File: src/hdl/zupt_pkg.sv
// Shared constants, types and helper functions of the stationary detector.
package zupt_pkg;

  // Default window depth in samples
  localparam int unsigned ZUPT_WINDOW = 64;

  // Field widths
  localparam int unsigned SMP_W   = 16;  // accel / yaw sample
  localparam int unsigned LIM_W   = 15;  // limit registers
  localparam int unsigned SPD_W   = 16;  // ground speed
  localparam int unsigned SAT_W   = 8;   // satellite count
  localparam int unsigned DWELL_W = 16;  // dwell time
  localparam int unsigned TS_W    = 32;  // millisecond timestamp
  localparam int unsigned SQ_W    = 31;  // square of a 16-bit sample magnitude
  localparam int unsigned RING_W  = 3 * SMP_W;

  // Register port
  localparam int unsigned DATA_W = 32;
  localparam int unsigned ADDR_W = 5;
  localparam int unsigned IDX_W  = ADDR_W - 2;

  // Register indices
  localparam logic [IDX_W-1:0] REG_SPEED_LIMIT = 3'd0;
  localparam logic [IDX_W-1:0] REG_YAW_LIMIT   = 3'd1;
  localparam logic [IDX_W-1:0] REG_MAG_LIMIT   = 3'd2;
  localparam logic [IDX_W-1:0] REG_ACC_STD     = 3'd3;
  localparam logic [IDX_W-1:0] REG_YAW_STD     = 3'd4;
  localparam logic [IDX_W-1:0] REG_DWELL       = 3'd5;
  localparam logic [IDX_W-1:0] REG_MIN_SATS    = 3'd6;

  // Register reset values
  localparam logic [SPD_W-1:0]   RST_SPEED_LIMIT = 16'd100;
  localparam logic [LIM_W-1:0]   RST_YAW_LIMIT   = 15'd40;
  localparam logic [LIM_W-1:0]   RST_MAG_LIMIT   = 15'd200;
  localparam logic [LIM_W-1:0]   RST_ACC_STD     = 15'd50;
  localparam logic [LIM_W-1:0]   RST_YAW_STD     = 15'd20;
  localparam logic [DWELL_W-1:0] RST_DWELL       = 16'd500;
  localparam logic [SAT_W-1:0]   RST_MIN_SATS    = 8'd20;

  // Verdict of the variance unit for one channel
  typedef struct packed {
    logic vld;
    logic ok;
  } var_res_t;

  // Magnitude of a two's complement sample, one bit wider
  function automatic logic [SMP_W:0] mag16(input logic [SMP_W-1:0] v);
    logic [SMP_W:0] e;
    e = {v[SMP_W-1], v};
    return v[SMP_W-1] ? (~e + 1'b1) : e;
  endfunction

endpackage

File: src/hdl/zupt_ring_ram.sv
// Sample window memory: one row holds ax, ay and yaw of one sample, registered read.
module zupt_ring_ram #(
  parameter  int unsigned WINDOW = zupt_pkg::ZUPT_WINDOW,
  localparam int unsigned SLOT_W = $clog2(WINDOW)
) (
  input  logic                      clk_i,
  input  logic                      we_i,
  input  logic [SLOT_W-1:0]         waddr_i,
  input  logic [zupt_pkg::RING_W-1:0] wdata_i,
  input  logic                      re_i,
  input  logic [SLOT_W-1:0]         raddr_i,
  output logic [zupt_pkg::RING_W-1:0] rdata_o
);
  import zupt_pkg::*;

  logic [RING_W-1:0] mem [WINDOW];
  logic [RING_W-1:0] rdata_q;

  // single write port, single read port, read data registered
  always_ff @(posedge clk_i) begin
    if (we_i) begin
      mem[waddr_i] <= wdata_i;
    end
    if (re_i) begin
      rdata_q <= mem[raddr_i];
    end
  end

  assign rdata_o = rdata_q;

endmodule

File: config.mk
export PLATFORM = sky130hd
export DESIGN_NAME = zupt_ring_ram
export DESIGN_NICKNAME = d
export VERILOG_FILES = /design/src/hdl/zupt_pkg.sv /design/src/hdl/zupt_ring_ram.sv
export SDC_FILE = /design/constraint.sdc
export NUM_CORES = 2
export LEC_CHECK = 0
export BUFFER_PORTS_ARGS = -buffer_cell sky130_fd_sc_hd__buf_2
export CAP_MARGIN = 5
export CELL_PAD_IN_SITES_DETAIL_PLACEMENT = 1
export CELL_PAD_IN_SITES_GLOBAL_PLACEMENT = 2
export CORE_MARGIN = 8
export CORE_UTILIZATION = 45
export CTS_BUF_LIST = sky130_fd_sc_hd__clkbuf_8
export CTS_CLUSTER_DIAMETER = 200
export DETAILED_ROUTE_END_ITERATION = 8
export PLACE_DENSITY = 0.76
export REMOVE_ABC_BUFFERS = 1
export SLEW_MARGIN = 20
export SYNTH_ARGS = -nofsm -noshare
export SYNTH_HDL_FRONTEND = slang
export SYNTH_SLANG_ARGS = --single-unit
File: constraint.sdc
create_clock -name clk_i -period 6.1 [get_ports clk_i]
set_clock_uncertainty 0.05 [all_clocks]
set_input_delay 1.83 -clock clk_i [delete_from_list [all_inputs] [get_ports clk_i]]
set_output_delay 1.83 -clock clk_i [all_outputs]
set_load 0.02 [all_outputs]
* After elaboration in Yosys (flattened, before gate mapping)
Memories as Yosys holds them, arrays and structs flattened. A register that Yosys moved wholly into a read port is not among the register bits.
Index checks and enable logic that the tools add are counted.
W data, S select, Z words.
** Operators by class
- Bitwise gates (word level) :: 0
- Multiply operators :: 0
- Magnitude comparators :: 0
- Multiplexer cells :: 2
- Reductions and logical operators :: 0
- Add/subtract/negate cells :: 0
- Equal/unequal tests :: 0
- Shifts and indexed selects :: 0
- Div/mod/pow operators :: 0
** Operator list (number)
- $mux W1 :: 2
** Word-level totals
- Bits in writable memories :: 3072
- Logic and storage cells :: 3
- Input bits :: 63
- Output and inout bits :: 48
- Memories kept :: 1
- Bits in latches :: 0
- ROM bits :: 0
- Register bits :: 0
** Memory list
- mem :: words 64, width 48, rd ports 1, clocked after memory_dff 1, write ports 1, RTL line zupt_ring_ram.sv:16 : logic [RING_W-1:0] mem [WINDOW];

* Logic depth before layout (Yosys ltp)
- Depth in word-level cells :: 2
- Depth in mapped cells :: 9
- Depth with buffers taken out :: 5

* Worst setup path before layout
No wires, ideal clock.
- Path kind :: input to register
- From :: in waddr_i[3]
- To :: mem mem[48][0] in the netlist's numbering (enable)
- Data required time :: 5537 ps
- Library setup time :: 513 ps
- Path buffers :: 1
- Cell stages on the path :: 4
- Setup slack :: -65 ps
- Arrival :: 5602 ps
- Cells stage by stage :: clkbuf_1 -> nor2b_1 -> nand4b_1 -> nor3_1
** RTL lines
- start, declared :: RTL line zupt_ring_ram.sv:8 : input logic [SLOT_W-1:0] waddr_i,
- end, declared :: RTL line zupt_ring_ram.sv:16
No word-level cell before the write port.

==> summary.md <==
Status
- status: completed

Placement
- HPWL after detailed placement: 182000 um
- final RePlAce weighted congestion: 0.782
- count of buffers inserted at the top-level ports: 110
- worst setup slack before clock tree synthesis: 1.14 ns

CTS
- post-CTS resize count: 0
- buffers inserted by post-CTS timing repair: 0
- Clk Tree Root Cell: clkbuf_8
- Clock transition at path regs: 0.06 ns
- number of hold buffers added after cts: 0
- clock sink total: 3120
- Bufs on Longest Clock Path: 4
- later-pin clock latency in the skew report: 1.05 ns
- CTS Buf Count: 482
- TritonCTS clock tree: done
- maximum level of the CTS H-tree: 5

Yosys
- cell area after technology mapping: 118000 um2
- synth top area cells: edfxtp_1, mux4_2, o22ai_1, a221oi_1, mux2i_1
- area share of the largest cell type after synthesis: 0.797
- Async S/R FF share, synth: 0
- count of synthesis-stage warnings from yosys: 0
- most frequent cell after synthesis: edfxtp_1
- Yosys top cell by area: edfxtp_1
- cell types with the highest counts after synthesis: edfxtp_1, mux4_2, nor2_1, o22ai_1
- count of mapped cells out of synthesis: 4970
- sequential element share of the synthesized area: 0.797
- distinct cell type count of the synthesized netlist: 35
- post-synthesis average cell area: 23.7 um2
- count of flip-flops with a built-in enable after synthesis: 3120
- commonest register cell after synthesis: edfxtp_1
- Yosys reg bits: 3120

Worst setup path
- launch point of the worst reg-to-reg path: mem[10][6]
- arrival time at the worst endpoint: 4.63 ns
- startpoint-to-endpoint class of the critical path: input port to register
- reg2reg end: rdata_o[6]
- category of the worst setup path launch point: input port
- top fanout value on the critical path: 60
- required time worst endpoint: 6.77 ns
- critical path launch point: raddr_i[1]
- CP endpoint kind: register
- minimum setup slack among reg-to-reg paths: 3.70 ns
- worst reg-to-reg path cell count: 4

Floorplan
- top-level I/O count: 111
- Site Rows: 187
- area of the core: 260000 um2
- initial core utilization: 0.453
- chip height: 527 um
- Chip Width: 527 um
- die outline area: 278000 um2

Worst hold path
- launch point of the worst hold path: mem[58][13]
- worst hold path type: register to register
- end point of the worst hold path: rdata_o[13]
- worst hold path depth: 4

Route
- final routed wire length divided by cell count: 35.9 um
- number of vias per cell after detailed routing: 6.31
- Iter 0 DRT Violations: 6920
- routed vias: 58600
- antenna violation net count after detailed routing: 0
- number of DRC violations after detailed routing: 0
- Total Wirelength: 333000 um
- First-pass DRT Iterations: 6

Timing
- Hold Violations, Final: 0
- Peak Freq: 252 MHz
- Total Negative Setup Slacks: 0 ns
- unrepaired setup endpoints after global routing: false
- Max-slew headroom: 0.202
- setup slack of the critical path after layout: 2.14 ns
- max-slew violation total from the final report: 0
- Slew @ Worst Pin: 1.20 ns
- Period minus WS final: 3.96 ns
- Hold Slack: 0.868 ns
- Final period util: 0.650
- final number of setup-violating endpoints: 0

Job
- count of maximum capacitance violations: 0

Final layout
- filler instances: 22700
- Final #Nets: 5548
- share of layout cells above drive strength 1: 0.297
- area growth from synthesis to final layout: 12.5%
- Core Util, Final: 0.509

Power
- maximum vdd drop: 0.000232 V
- Power Density: 316 nW/um2
- leak pwr: 41.3 nW

Global routing
- vias in the first global route: 61100
- global-route wire length before repair: 464000 um
- total routing usage reported by global routing: 0.234
- antenna violations before repair: 13
- largest net degree at the start of global routing: 99
- total congestion overflow: 0

==> metrics by stage <==
| step | power [mW] | instances | instance area (um2) |
|---|---|---|---|
| 2_1_floorplan | 25.2 | 4688 | 116000 |
| 3_3_place_gp | 26.3 | 8400 | 124000 |
| 3_5_place_dp | 26.4 | 8402 | 124000 |
| 4_1_cts | 42.1 | 9277 | 132000 |
| 5_1_grt | 43.0 | 9281 | 132000 |
| 6_report | 41.8 | 9286 | 132000 |
==> cell type report <==
type                    instances  area, um2  area share
flip-flops and latches       3120      93700       0.708
clock inverters               388       1870      0.0141
diodes                          8       20.0    0.000151
well taps                    3402       4260      0.0322
multi-input cells            1568      22900       0.173
clock buffers                 487       6700      0.0507
repair buffers                313       2820      0.0213
==> cell usage in the layout, fill, tap and decap left out, types with 74 or more instances in the layout <==
master and count:
clkbuf_8 487, clkinv_1 160, a221oi_1 83, buf_2 86, a21oi_1 74, buf_4 172
o22ai_1 122, mux4_2 754, inv_1 135, edfxtp_1 3120
==> how the worst max path moves through the flow <==
stage                  endpoint  slack [ns]  depth (start not counted)
floorplan            mem[48][0]        0.09                          3
detailed placement   rdata_o[6]        1.14                          6
finish               rdata_o[6]        2.14                          6
CTS                 rdata_o[42]        2.27                          1
global placement     rdata_o[6]        1.16                          6
global route         rdata_o[6]        2.26                          6
==> critical path, cell delays in order <==
cell and delay [ns]:
buf_8 0.50, buf_4 0.50, mux4_2 0.37, a22o_1 0.27, a221oi_1 0.67, a221oi_1 0.25
==> sequential cells by signal, summed over array words and instances, names as in the netlist <==
register and count:
mem 3072, rdata_o 48
==> power breakdown <==
group	internal (mW)	switching [mW]	total, mW
Combinational	0.743	1.34	2.08
Clock	7.73	8.13	15.9
Sequential	23.8	0.0745	23.9
Total	32.3	9.54	41.8
==> cell families after synthesis <==
group	share of synthesized area
DFF	0.797
muxes	0.151
AOI/OAI and AO/OA	0.0301
buffers and inverters	0.0127
and+or+nand+nor	0.00953
==> per-layer routing <==
layer,global-route usage,share of wire
met2,0.378,0.48
met1,0.322,0.39
met5,0,0
met4,0.0793,0.036
met3,0.0451,0.095
Power figures use the tool's default switching activity.
