## config.mk

```make
export PLATFORM = sky130hd
export DESIGN_NAME = zupt_var_unit
export DESIGN_NICKNAME = d
export VERILOG_FILES = /design/src/hdl/zupt_pkg.sv /design/src/hdl/zupt_var_unit.sv
export SDC_FILE = /design/constraint.sdc
export NUM_CORES = 2
export LEC_CHECK = 0
export BUFFER_PORTS_ARGS = -buffer_cell sky130_fd_sc_hd__clkbuf_2
export CAP_MARGIN = 20
export CORE_ASPECT_RATIO = 0.8
export CORE_UTILIZATION = 55
export CTS_CLUSTER_DIAMETER = 80
export CTS_CLUSTER_SIZE = 30
export DETAILED_ROUTE_END_ITERATION = 7
export PLACE_DENSITY = 0.81
export SYNTH_ARGS = -nofsm -noshare
export SYNTH_HDL_FRONTEND = slang
export SYNTH_SLANG_ARGS = --single-unit
```

## constraint.sdc

```tcl
create_clock -name clk_i -period 9.8 [get_ports clk_i]
set_clock_uncertainty 0.2 [all_clocks]
set_input_delay 0 -clock clk_i [delete_from_list [all_inputs] [get_ports clk_i]]
set_output_delay 0 -clock clk_i [all_outputs]
set_load 0.02 [all_outputs]
```

## src/hdl/zupt_pkg.sv

```systemverilog
// Shared constants, types and helper functions of the stationary detector.
package zupt_pkg;

  // Default window depth in samples
  localparam int unsigned ZUPT_WINDOW = 64;

  // Field widths
  localparam int unsigned SMP_W   = 16;  // accel / yaw sample
  localparam int unsigned LIM_W   = 15;  // limit registers
  localparam int unsigned SPD_W   = 16;  // ground speed
  localparam int unsigned SAT_W   = 8;   // satellite count
  localparam int unsigned DWELL_W = 16;  // dwell time
  localparam int unsigned TS_W    = 32;  // millisecond timestamp
  localparam int unsigned SQ_W    = 31;  // square of a 16-bit sample magnitude
  localparam int unsigned RING_W  = 3 * SMP_W;

  // Register port
  localparam int unsigned DATA_W = 32;
  localparam int unsigned ADDR_W = 5;
  localparam int unsigned IDX_W  = ADDR_W - 2;

  // Register indices
  localparam logic [IDX_W-1:0] REG_SPEED_LIMIT = 3'd0;
  localparam logic [IDX_W-1:0] REG_YAW_LIMIT   = 3'd1;
  localparam logic [IDX_W-1:0] REG_MAG_LIMIT   = 3'd2;
  localparam logic [IDX_W-1:0] REG_ACC_STD     = 3'd3;
  localparam logic [IDX_W-1:0] REG_YAW_STD     = 3'd4;
  localparam logic [IDX_W-1:0] REG_DWELL       = 3'd5;
  localparam logic [IDX_W-1:0] REG_MIN_SATS    = 3'd6;

  // Register reset values
  localparam logic [SPD_W-1:0]   RST_SPEED_LIMIT = 16'd100;
  localparam logic [LIM_W-1:0]   RST_YAW_LIMIT   = 15'd40;
  localparam logic [LIM_W-1:0]   RST_MAG_LIMIT   = 15'd200;
  localparam logic [LIM_W-1:0]   RST_ACC_STD     = 15'd50;
  localparam logic [LIM_W-1:0]   RST_YAW_STD     = 15'd20;
  localparam logic [DWELL_W-1:0] RST_DWELL       = 16'd500;
  localparam logic [SAT_W-1:0]   RST_MIN_SATS    = 8'd20;

  // Verdict of the variance unit for one channel
  typedef struct packed {
    logic vld;
    logic ok;
  } var_res_t;

  // Magnitude of a two's complement sample, one bit wider
  function automatic logic [SMP_W:0] mag16(input logic [SMP_W-1:0] v);
    logic [SMP_W:0] e;
    e = {v[SMP_W-1], v};
    return v[SMP_W-1] ? (~e + 1'b1) : e;
  endfunction

endpackage

```

## src/hdl/zupt_var_unit.sv

```systemverilog
// Three-stage variance test: n*sumsq - sum^2 <= (limit*n)^2, one channel per cycle.
module zupt_var_unit #(
  parameter  int unsigned WINDOW  = zupt_pkg::ZUPT_WINDOW,
  localparam int unsigned N_W     = $clog2(WINDOW + 1),
  localparam int unsigned SUM_W   = zupt_pkg::SMP_W + $clog2(WINDOW),
  localparam int unsigned SUMSQ_W = zupt_pkg::SQ_W + $clog2(WINDOW)
) (
  input  logic                       clk_i,
  input  logic                       rst_ni,
  input  logic                       vld_i,
  input  logic [N_W-1:0]             n_i,
  input  logic [SUM_W-1:0]           sum_i,
  input  logic [SUMSQ_W-1:0]         sumsq_i,
  input  logic [zupt_pkg::LIM_W-1:0] limit_i,
  output zupt_pkg::var_res_t         res_o
);
  import zupt_pkg::*;

  localparam int unsigned A_W    = N_W + SUMSQ_W;
  localparam int unsigned B_W    = 2 * SUM_W;
  localparam int unsigned LN_W   = LIM_W + N_W;
  localparam int unsigned C_W    = 2 * LN_W;
  localparam int unsigned AB_W   = (A_W > B_W) ? A_W : B_W;
  localparam int unsigned PROD_W = (AB_W > C_W) ? AB_W : C_W;

  logic [SUM_W-1:0]  sum_mag;
  logic [A_W-1:0]    a_full;
  logic [B_W-1:0]    b_full;
  logic [LN_W-1:0]   ln_full;
  logic [C_W-1:0]    c_full;

  logic              v1_q, v2_q;
  logic [A_W-1:0]    a1_q;
  logic [B_W-1:0]    b1_q;
  logic [LN_W-1:0]   ln1_q;
  logic [PROD_W-1:0] diff2_q;
  logic [C_W-1:0]    c2_q;
  logic              res_vld_q;
  logic              res_ok_q;

  // stage 1: n*sumsq, |sum|^2 and limit*n
  assign sum_mag = sum_i[SUM_W-1] ? (~sum_i + 1'b1) : sum_i;
  assign a_full  = n_i * sumsq_i;
  assign b_full  = sum_mag * sum_mag;
  assign ln_full = limit_i * n_i;

  // stage 2: (limit*n)^2
  assign c_full = ln1_q * ln1_q;

  // valid pipe
  always_ff @(posedge clk_i or negedge rst_ni) begin
    if (!rst_ni) begin
      v1_q      <= 1'b0;
      v2_q      <= 1'b0;
      res_vld_q <= 1'b0;
    end else begin
      v1_q      <= vld_i;
      v2_q      <= v1_q;
      res_vld_q <= v2_q;
    end
  end

  // data pipe; n*sumsq never falls below sum^2, so the difference is exact
  always_ff @(posedge clk_i) begin
    a1_q     <= a_full;
    b1_q     <= b_full;
    ln1_q    <= ln_full;
    diff2_q  <= PROD_W'(a1_q) - PROD_W'(b1_q);
    c2_q     <= c_full;
    res_ok_q <= (diff2_q <= PROD_W'(c2_q));
  end

  assign res_o = '{vld: res_vld_q, ok: res_ok_q};

endmodule

```

Yosys cells after proc, flatten, opt, wreduce, memory -nomap -nowiden
Cells that the tools add are included.
Cells by class
  reductions and logical operators: 0
  magnitude comparators: 1
  eq/ne operators: 0
  muxes and demuxes: 1
  add/sub/neg operators: 2
  multiply operators: 4
  bitwise gates (word level): 1
  divide/modulo/power cells: 0
  shifts and indexed selects: 0
Operators with widths (count)
  $mul A22 B22 Y44: 2
  $le A44 B44 Y1: 1
  $mul A7 B37 Y44: 1
  $sub A44 B44 Y44: 1
  $add A22 B1 Y22 const B: 1
  $mul A15 B7 Y22: 1
  $mux W22: 1
  $not A22 Y22: 1
Word-level totals
  memories kept: 0
  logic and storage cells: 18
  RAM bits: 0
  flip-flop bits (word level): 202
  bits in latches: 0
  bits in read-only memories: 0

Logic depth before layout (Yosys ltp)
  word-level depth: 4
  gate-level depth with buffers: 37
  gate-level depth less buffers: 33

Least setup slack after synthesis
Ideal clock, no wire load.
  kind: input -> register
  from: input sum_i[0]
  to: register b1_q[43]
  setup slack: 1.628 ns
  stages on the path: 33
  arrival: 7.900 ns
  path through: clkbuf_1 inv_1 clkbuf_1 ha_1 nand2_1 nor2_1 nand2_1 o31a_1 xnor2_4 inv_4 clkbuf_1 nand2_1 fa_1 inv_1 fa_1 inv_1 fa_1 inv_1 fa_1 fa_1 fa_1 fa_1 ha_1 clkbuf_1 a2111oi_2 a21oi_1 nor4_1 a21oi_1 a41o_1 a41o_1 a221o_1 a21oi_1 xnor2_1
Between the ends
  longest elaborated chain between the ends: 4
RTL lines
  start: declaration: line zupt_var_unit.sv:12  | input logic [SUM_W-1:0] sum_i,
  $not A22 Y22: line zupt_var_unit.sv:42  | assign sum_mag = sum_i[SUM_W-1] ? (~sum_i + 1'b1) : sum_i;
  $add A22 B1 Y22: line zupt_var_unit.sv:42
  $mux W22 (*): line zupt_var_unit.sv:42
  $mul A22 B22 Y44 (*): line zupt_var_unit.sv:44  | assign b_full = sum_mag * sum_mag;
  net b_full[43]: line zupt_var_unit.sv:28  | logic [B_W-1:0] b_full;
  end signal: assignment: line zupt_var_unit.sv:66  | b1_q <= b_full;
  end: declaration: line zupt_var_unit.sv:34  | logic [B_W-1:0] b1_q;
Mark *: on every way through the listed nets, which the timed path passes. The rest lies on a longest branch.

Final worst setup path
  from: input sum_i[0]
  to: register b1_q[42]
Same word-level chain as after synthesis.

==> summary.txt <==
Run status
  – Status: finished, final reports clean

Finish
  – Layout area overhead: 5.28%
  – NumNets Final: 6603
  – Share of cells above drive strength 1: 0.0414

Route
  – DR pass1 iterations: 5
  – Final WL: 109000 um
  – Iteration-0 DRC Markers: 2986
  – Detail Route Antenna Nets: 0
  – Via Count: 34126
  – DR WL/cell: 17.5 um
  – DRC errors left: 0
  – Vias per inst: 5.50

Placed design
  – GPL Wtd Cong: 0.979
  – Hpwl dp: 90900 um
  – Input/output buffers: 85

Logic synthesis
  – Mean Syn Cell Area: 9.06 um2
  – Sequential-to-total area share from yosys stat: 0.0878
  – Post-synth top cells: 1181 x inv_1, 928 x fa_1, 608 x nand2_1, 505 x ha_1, 220 x nor2_1
  – Synth Register Bits: 200
  – Yosys top cell area share: 0.406
  – Primary FF master, synth: dfxtp_1
  – Count leader, synth: inv_1
  – Synth Cell Area: 45800 um2
  – Cell count after synthesis: 5054
  – Syn. warnings: 0
  – Distinct cells, synth: 98
  – Post-synth EDFFs: 0
  – Synth area leaders: fa_1 41%, ha_1 14%, inv_1 9.7%
  – Ys async rst share: 0.0150
  – Post-synth top area cell: fa_1

Timing
  – Final Slew Violations: 0
  – RSZ-0062 raised after global routing: no
  – Max Clk Rate: 106 MHz
  – Setup-failing EPs final: 0
  – Final setup TNS: 0 ps
  – Worst slew margin: 0.291
  – Min Tclk post-route: 9450 ps
  – Final number of hold-violating endpoints: 0
  – Fin crit share: 0.965
  – Worst Max-Slew Pin Slew: 1060 ps

Critical path
  – CP startpoint: sum_i[0]
  – Crit path required time: 9940 ps
  – Critical path startpoint category: input pin
  – Worst reg2reg setup slack: 1740 ps
  – Cell mode on critical path: fa_1
  – Slowest CP cell: xor2_1
  – CP peak stage delay: 630 ps
  – Critical path class: in -> reg
  – Crit-path max FO: 15
  – Critical Path End Type: flop
  – R2r startpoint: ln1_q[9]$_DFF_P_
  – Worst r2r path cells: 26
  – Worst EP arrival: 9600 ps

Floorplan
  – Die W: 325 um
  – Die ar.: 84400 um2
  – FP Rows: 94
  – Initial cell density of the core: 0.556
  – Core area: 82300 um2
  – Top Ports: 86
  – DIE HEIGHT: 260 um

CTS
  – Clk_lat worst skew: 460 ps
  – H-tree levels: 4
  – TritonCTS clock tree: done
  – Worst-case clock buffer depth: 2
  – TritonCTS Buffers: 17
  – Clock sink count: 200
  – Post_cts resized: 0
  – Root Driver: clkbuf_16
  – Clock transition at the registers of the reported paths: 90 ps

GRT
  – Pin count of the biggest net entering global routing: 53
  – Initial antenna violation count: 5
  – Vias in the first global route: 36162
  – Grt total ovfl: 0
  – Global Route Usage Sum: 0.269
  – Global-route wire length before repair: 183000 um

Job
  – Max-cap viol count: 0

Worst hold path
  – Hold_sp: sumsq_i[3]
  – Hold Crit Class: in -> reg
  – Worst hold stages: 4
[layout make-up]
cell class                 instances  area (um2)
fill                            6908       34100
multi-input combinational       3533       36800
timing repair buffer             142         883
inverter                        1192        4480
antenna                            4        10.0
clock buffer                      17         425
tap                             1104        1380
clock inverter                    15         215
sequential                       200        4020
[routing by layer]
| metal | part of all wire | global-route usage | vias up |
|---|---|---|---|
| met2 | 0.46 | 0.433 | 1423 |
| met3 | 0.084 | 0.0471 | 238 |
| met1 | 0.43 | 0.375 | 16951 |
| met5 | 0.00012 | 0 | - |
| li1 | - | - | 15512 |
| met4 | 0.029 | 0.0763 | 2 |
[final timing paths]
kind / endpoint
worst max-delay path: b1_q[42]$_DFF_P_
worst min-delay path: a1_q[3]$_DFF_P_
worst max register to register: c2_q[42]$_DFF_P_
worst min register to register: res_vld_q$_DFF_PN0_
max in group asynchronous: v1_q$_DFF_PN0_
min in group asynchronous: res_vld_q$_DFF_PN0_
[cell usage in the layout, fill, tap and decap left out, types with 80 or more instances in the layout]
| master | n |
|---|---|
| inv_1 | 1181 |
| fa_1 | 928 |
| nand2_1 | 608 |
| ha_1 | 505 |
| nor2_1 | 220 |
| a21oi_1 | 197 |
| dfxtp_1 | 197 |
| and2_1 | 191 |
| xnor2_1 | 142 |
| a21o_1 | 136 |
| clkbuf_2 | 85 |
| o21ai_0 | 80 |
[critical path, delay by kind of cell]
family,cells,cell delay (ps)
buf+inv,8,2350
fa+ha+maj,9,3800
xor+xnor,2,790
simple gates,5,890
compound gates,7,1770
[cell families (layout without fill, tap and decap cells)]
family	count (synthesis)	after routing	synth area share
mux	3	3	0.000683
fa+ha+maj	1434	1434	0.544
xor+xnor	210	210	0.0416
flops	200	200	0.0878
buf+inv	1338	1366	0.110
simple gates	1253	1253	0.126
other cells	2	23	0.000164
compound gates	614	614	0.0894
[sequential cells by signal (all words and copies together), names as in the netlist]
register,flops
diff2_q,44
v2_q,1
res_ok_q,1
res_vld_q,1
a1_q,44
b1_q,43
v1_q,1
ln1_q,22
c2_q,43
[through the flow]
stage / utilization / cells / instance area, um2 / worst slack [ps] / hold slack (ps)
3_5_place_dp: 0.576 / 6159 / 47400 / 764 / -396
6_report: 0.585 / 6207 / 48200 / 346 / 52.6
3_3_place_gp: 0.576 / 6159 / 47400 / 1010 / -404
2_1_floorplan: - / 5071 / 45800 / 1630 / -496
4_1_cts: 0.585 / 6202 / 48200 / 605 / 0.621
5_1_grt: 0.585 / 6205 / 48200 / 65.3 / 99.4
[timing repair]
item	in CTS	in global routing
hold buffers	11	1
setup buffers	0	0
endpoints found under the hold margin	12	1
Power is left out: the tool's default activity adds up to more than one toggle a clock period on the data nets, which glitch-free logic cannot reach.
